## src/rtl/glsu_pkg.sv

```systemverilog
// Shared constants, payload types and control types of the gated linear state update block.
package glsu_pkg;

    localparam int HEAD_DIM   = 64;
    localparam int HEADS      = 4;
    localparam int BATCH      = 2;

    localparam int SLOTS      = BATCH * HEADS;
    localparam int DIM_W      = (HEAD_DIM > 1) ? $clog2(HEAD_DIM) : 1;
    localparam int SLOT_W     = (SLOTS > 1) ? $clog2(SLOTS) : 1;
    localparam int MEM_AW     = SLOT_W + 2 * DIM_W;
    localparam int MEM_DEPTH  = 1 << MEM_AW;

    localparam int DECAY_REGS = 4;
    localparam int DECAY_W    = 17;
    localparam int CFG_IDX_W  = 2;
    localparam logic [DECAY_W-1:0] DECAY_ONE = 17'd65536;

    localparam int ELEM_W     = 16;
    localparam int DATA_W     = 32;
    localparam int KV_W       = 2 * ELEM_W;
    localparam int DS_W       = DECAY_W + 1 + DATA_W;
    localparam int ACC_W      = DS_W + 1;
    localparam int KV_SHIFT   = 6;
    localparam int FRAC_W     = 16;
    localparam int QUOT_W     = ACC_W - FRAC_W;

    localparam logic REQ_LOAD = 1'b0;
    localparam logic REQ_READ = 1'b1;

    typedef struct packed {
        logic                     req_type;
        logic                     batch_index;
        logic [1:0]               head_index;
        logic [5:0]               row_index;
        logic [5:0]               col_index;
        logic signed [ELEM_W-1:0] key_element;
        logic signed [ELEM_W-1:0] value_element;
        logic                     last_element;
    } req_t;

    typedef struct packed {
        logic signed [DATA_W-1:0] read_data;
        logic                     update_done;
        logic                     saturated;
    } rsp_t;

    typedef enum logic [1:0] {
        ST_IDLE,
        ST_UPDATE,
        ST_DRAIN,
        ST_READ
    } ctrl_state_t;

    typedef enum logic [1:0] {
        OUT_LOAD,
        OUT_READ,
        OUT_UPDATE
    } out_sel_t;

    typedef struct packed {
        logic             accept;
        logic             issue;
        logic [DIM_W-1:0] row;
        logic [DIM_W-1:0] col;
        logic             load_out;
        out_sel_t         out_sel;
    } cmd_t;

    typedef struct packed {
        logic slot_ok;
        logic busy;
    } status_t;

endpackage

```

## src/rtl/glsu_ctrl.sv

```systemverilog
// Controller: sequences loads, reads and the entry-by-entry state update sweep.
module glsu_ctrl import glsu_pkg::*; (
    input  logic    clk,
    input  logic    rst_n,
    input  logic    in_valid,
    input  logic    req_type,
    input  logic    last_element,
    input  logic    out_ready,
    input  status_t status,
    output logic    in_ready,
    output logic    out_valid,
    output cmd_t    cmd
);

    localparam logic [DIM_W-1:0] LAST_IDX = DIM_W'(HEAD_DIM - 1);

    ctrl_state_t      state_reg, state_next;
    logic [DIM_W-1:0] row_cnt_reg, row_cnt_next;
    logic [DIM_W-1:0] col_cnt_reg, col_cnt_next;
    logic             out_valid_reg, out_valid_next;
    logic             accept;

    always_ff @(posedge clk or negedge rst_n)
    begin
        if (!rst_n)
        begin
            state_reg     <= ST_IDLE;
            row_cnt_reg   <= '0;
            col_cnt_reg   <= '0;
            out_valid_reg <= 1'b0;
        end
        else
        begin
            state_reg     <= state_next;
            row_cnt_reg   <= row_cnt_next;
            col_cnt_reg   <= col_cnt_next;
            out_valid_reg <= out_valid_next;
        end
    end

    assign in_ready  = (state_reg == ST_IDLE) && (!out_valid_reg || out_ready);
    assign accept    = in_valid && in_ready;
    assign out_valid = out_valid_reg;

    always_comb
    begin
        state_next   = state_reg;
        row_cnt_next = row_cnt_reg;
        col_cnt_next = col_cnt_reg;
        cmd          = '0;
        cmd.out_sel  = OUT_LOAD;
        cmd.accept   = accept;
        cmd.row      = row_cnt_reg;
        cmd.col      = col_cnt_reg;

        unique case (state_reg)
            ST_IDLE:
            begin
                if (accept)
                begin
                    if (req_type == REQ_READ)
                    begin
                        state_next = ST_READ;
                    end
                    else if (last_element && status.slot_ok)
                    begin
                        state_next   = ST_UPDATE;
                        row_cnt_next = '0;
                        col_cnt_next = '0;
                    end
                    else
                    begin
                        cmd.load_out = 1'b1;
                        cmd.out_sel  = OUT_LOAD;
                    end
                end
            end
            ST_UPDATE:
            begin
                cmd.issue = 1'b1;
                if (col_cnt_reg == LAST_IDX)
                begin
                    col_cnt_next = '0;
                    row_cnt_next = row_cnt_reg + 1'b1;
                    if (row_cnt_reg == LAST_IDX)
                    begin
                        state_next = ST_DRAIN;
                    end
                end
                else
                begin
                    col_cnt_next = col_cnt_reg + 1'b1;
                end
            end
            ST_DRAIN:
            begin
                if (!status.busy)
                begin
                    cmd.load_out = 1'b1;
                    cmd.out_sel  = OUT_UPDATE;
                    state_next   = ST_IDLE;
                end
            end
            ST_READ:
            begin
                cmd.load_out = 1'b1;
                cmd.out_sel  = OUT_READ;
                state_next   = ST_IDLE;
            end
            default:
            begin
                state_next = ST_IDLE;
            end
        endcase

        if (cmd.load_out)
        begin
            out_valid_next = 1'b1;
        end
        else if (out_ready)
        begin
            out_valid_next = 1'b0;
        end
        else
        begin
            out_valid_next = out_valid_reg;
        end
    end

endmodule

```

## config.mk

```make
export PLATFORM = sky130hd
export DESIGN_NAME = glsu_ctrl
export DESIGN_NICKNAME = d
export VERILOG_FILES = /design/src/rtl/glsu_pkg.sv /design/src/rtl/glsu_ctrl.sv
export SDC_FILE = /design/constraint.sdc
export NUM_CORES = 1
export LEC_CHECK = 0
export ABC_AREA = 0
export BUFFER_PORTS_ARGS = -buffer_cell sky130_fd_sc_hd__buf_2
export CAP_MARGIN = 0
export CORE_MARGIN = 2
export CORE_UTILIZATION = 50
export DETAILED_ROUTE_END_ITERATION = 8
export PLACE_DENSITY_LB_ADDON = 0.1
export SYNTH_ARGS = -nofsm -noshare
export SYNTH_HDL_FRONTEND = slang
export SYNTH_SLANG_ARGS = --single-unit
```

## constraint.sdc

```tcl
create_clock -name clk -period 1.83 [get_ports clk]
set_input_delay 0.366 -clock clk [delete_from_list [all_inputs] [get_ports clk]]
set_output_delay 0.366 -clock clk [all_outputs]
set_load 0.05 [all_outputs]
```

* After elaboration in Yosys (flattened, before gate mapping)
Index checks and enable logic that the tools add are counted.
** Storage, ports and cells
- Register bits :: 15
- Input bits :: 8
- Output and inout port bits :: 19
- Logic and storage cells :: 51
** Operators by class
- Add/sub/neg operators :: 2
- Equal/unequal tests :: 12
- Mux-type cells :: 22
- Reduce and logical (&&, ||, !) cells :: 11
** Operator list (number)
- 2-to-1 mux 6 bit :: 5
- case mux 6 bit (2 select lines) :: 2
- adder 6 x 1 -> 6 bit, second input constant :: 2
- == test 6 bit, second input constant :: 2
- 2-to-1 mux 2 bit :: 6
- 2-to-1 mux 3 bit :: 4
- != test 2 bit, second input constant :: 5
- AND reduction 5 bit :: 2
- case mux 3 bit (3 select lines) :: 1
- case mux 2 bit (4 select lines) :: 1
- == test 2 bit, second input constant :: 2
- AND reduction 4 bit :: 1
- nonzero test 2 bit :: 2
- logical AND 1 bit :: 3
- 2-to-1 mux 1 bit :: 3
- != test 3 x 2 -> 1 bit, second input constant :: 1
- == test 2 x 1 -> 1 bit, second input constant :: 1
- logical NOT 2 bit :: 1
- != test 2 x 1 -> 1 bit, second input constant :: 1
- logical NOT 1 bit :: 1
- logical OR 1 bit :: 1

* Depth between registers and ports, before layout
- Word-level depth :: 7
- Gate-level depth with buffers :: 7
- Gate-level depth less buffers :: 6

* Least setup slack after synthesis
OpenSTA, ideal clock, no wires.
- Path kind :: register to output
- Start point :: register state_reg[0]
- End point :: output cmd[1] in the netlist's numbering
- Arrival :: 1692 ps
- Data required time :: 1464 ps
- Path slack :: -228 ps
- Stages on the path, launching flop included :: 3
- Buffers on the path :: 1
- Path through :: dfrtp_1 clkbuf_1 nor3_1
** RTL lines
- start, declared :: line glsu_ctrl.sv:17 : ctrl_state_t state_reg, state_next;
- start signal, assigned :: line glsu_ctrl.sv:34 : state_reg <= state_next;
- end, declared :: line glsu_ctrl.sv:12 : output cmd_t cmd

==> results.ini <==
[critical_path]
worstPathArrival_ps = 1390
reg2reg_setup_slack_ps = 140
worstPathMaxFanout = 7
crit_required_ps = 1460
r2r_cells = 5
cp-end-kind = output pin
reg2reg_from = col_cnt_reg[0]
crit_slowest_cell = dfrtp_2
critPathTopFamily = flip-flops
path_depth = 4
r2r-end = row_cnt_reg[5]
worstPathBufferInverterCount = 1
critical_path_class = reg2out
slowest_delay_ps = 470
startpoint_type = flop
path_cells = nor2_1 > nand3_1 > a21oi_1 > clkbuf_4

[yosys]
yosysMostFrequentCell = dfrtp_1
ys_seq_area_share_pct = 40.87
synth_top_cell_by_area = dfrtp_1
synth_common_cells = dfrtp_1, nand2_1, nand3_1, nor2_1, a31oi_1
netlist_area_um2 = 918.4
synth_area_leaders = dfrtp_1, nand2_1, nand3_1, a31oi_1, ha_1
syn_area_per_cell_um2 = 9.004
yosys_warnings = 0
synthFlopType = dfrtp_1
syn_nets = 112
synth_seq_cells = 15
ys_types = 39
syn_inst = 102
async_reset_ff_share_pct = 100.0
synth_top_area_share_pct = 40.87
synth_edf_count = 0

[floorplanning]
start_util_pct = 53.19
die_y_um = 46.86
dieArea_mm2 = 0.002195
fp.dieW_um = 46.86
core_area_mm2 = 0.001727
rows = 15
ios = 27

[power]
p_per_area_mw_per_mm2 = 1857
p_leak_uw = 0.0005617
irDropWorstVdd_mv = 1.302

[detailed_routing]
wire_per_inst_um = 13.46
remaining_drc_errors = 0
vias = 889
drtIter0Drc = 33
ant_nets = 0
wl_um = 2113
routed_via_density = 5.662
drt-pass1-iter-count = 4

[clock_tree]
numCtsBuffers = 3
cts_root_buf = clkbuf_4
htree_levels = 1
clk_path_buf_depth = 2
cts_setup_buffers = 0
clk_latency_ps = 280
clkTransAtPathRegs_ps = 90
cts_tree = done
clock_sinks = 15

[timing]
relSlewSlack_pct = 77.50
finClkSkew_ps = 1.775
tightest_slew_ps = 337.5
fin_crit_ps = 1756
slew_violations = 0
hold_violations = 0
fin_crit_sh_pct = 95.93
setup_ws_ps = 74.49
max_freq_mhz = 569.6
finalSetupViolCount = 0

[min_path]
hold_end = state_reg[1]
whs_path_depth = 2
min_from = req_type
hold_path.class = in2reg

[global_routing]
first_global_vias = 739
grt_pass1_wl_um = 3270
grt_overflow = 0
grt_usage_pct = 21.17
grt_max_degree = 16
antenna_found_initial = 0

[run]
cap_violations = 0

[place]
place_ws_ps = 114.9
gp_congestion = 0.8594
hpwlAfterDp_um = 1547
port_buffers = 26

[final_layout]
nets = 143
fin_util_pct = 67.03
fillers = 147
num_antenna_cells = 0
syn2layout_area_growth_pct = 26.02
layout-drive-gt1-share_pct = 37.88

[outcome]
run_status = finished, final reports clean

worst max-delay path by stage:
| stage | startpoint | end |
|---|---|---|
| 3_5_place_dp | col_cnt_reg[0] | row_cnt_reg[1] |
| 2_1_floorplan | col_cnt_reg[2] | row_cnt_reg[5] |
| 4_1_cts | state_reg[1] | cmd[16] |
| 6_report | state_reg[0] | cmd[2] |
| 3_3_place_gp | last_element | cmd[2] |
| 5_1_grt | out_valid | cmd[16] |
stage by stage:
stage / area [µm²] / power, µW / cells / hold WS [ps] / setup TNS, ps
after floorplan: 925.9 / 1604 / 102 / 70.41 / 0
after CTS: 1129 / 2106 / 157 / 366.5 / 0
final: 1157 / 2150 / 157 / 368.7 / 0
after detailed placement: 1085 / 1898 / 152 / 290.8 / 0
after global routing: 1157 / 2308 / 157 / 375.8 / -7.328
after global placement: 1085 / 1889 / 152 / 286.2 / 0
power breakdown:
| part | internal [µW] | switching [µW] |
|---|---|---|
| Clock | 84.4 | 103 |
| Combinational | 409 | 938 |
| Sequential | 448 | 167 |
worst reg2reg max path, cell delays in order (launching register included):
cell	delay [ps]
dfrtp_2	410
ha_1	240
nand3_2	110
or4_4	550
o21a_1	180
a31oi_1	130
area by class of cell:
cell class                      count  area [µm²]  share of cell area, %
Clock buffer                        4       26.28                  2.270
Inverter                            5       18.77                  1.622
Multi-Input combinational cell     76       513.0                  44.32
Sequential cell                    15       379.1                  32.76
Tap cell                           25       31.28                  2.703
Timing Repair Buffer               32       188.9                  16.32
cell usage in the layout, fill, tap and decap left out, drive strengths merged, types with 2 or more instances in the layout:
master,netlist,layout
buf,5,30
nand2,14,14
a221o,2,2
a21o,2,2
ha,2,2
a21oi,3,3
clkbuf,1,5
dfrtp,15,15
nor2,6,6
mux2i,2,2
and3,3,3
o2111ai,2,2
nor3,4,4
a32oi,2,2
o21ai,2,2
and2,3,3
inv,5,5
a31oi,6,6
nand3,10,10
logic make-up after synthesis:
family          Yosys count  share of synthesized area, %
mux                       2                         2.180
buf+inv                  11                         6.403
compound gates           27                         22.75
fa+ha+maj                 2                         2.724
simple gates             45                         25.07
flops                    15                         40.87
timing repair:
item	CTS	global route
setup endpoints to repair	2	5
hold buffers	1	0
endpoints found under the hold margin	15	0
gates resized for setup	3	7
routing by layer:
| metal | vias up | track usage (%) | part of all wire (%) |
|---|---|---|---|
| met3 | 2 | 2.308 | 5.7 |
| met4 | 0 | 9.444 | 0.47 |
| met1 | 418 | 30.05 | 45 |
| met2 | 29 | 32.60 | 49 |
| met5 | - | 0 | 0 |
| li1 | 440 | - | - |
(Power assumes the default switching activity.)
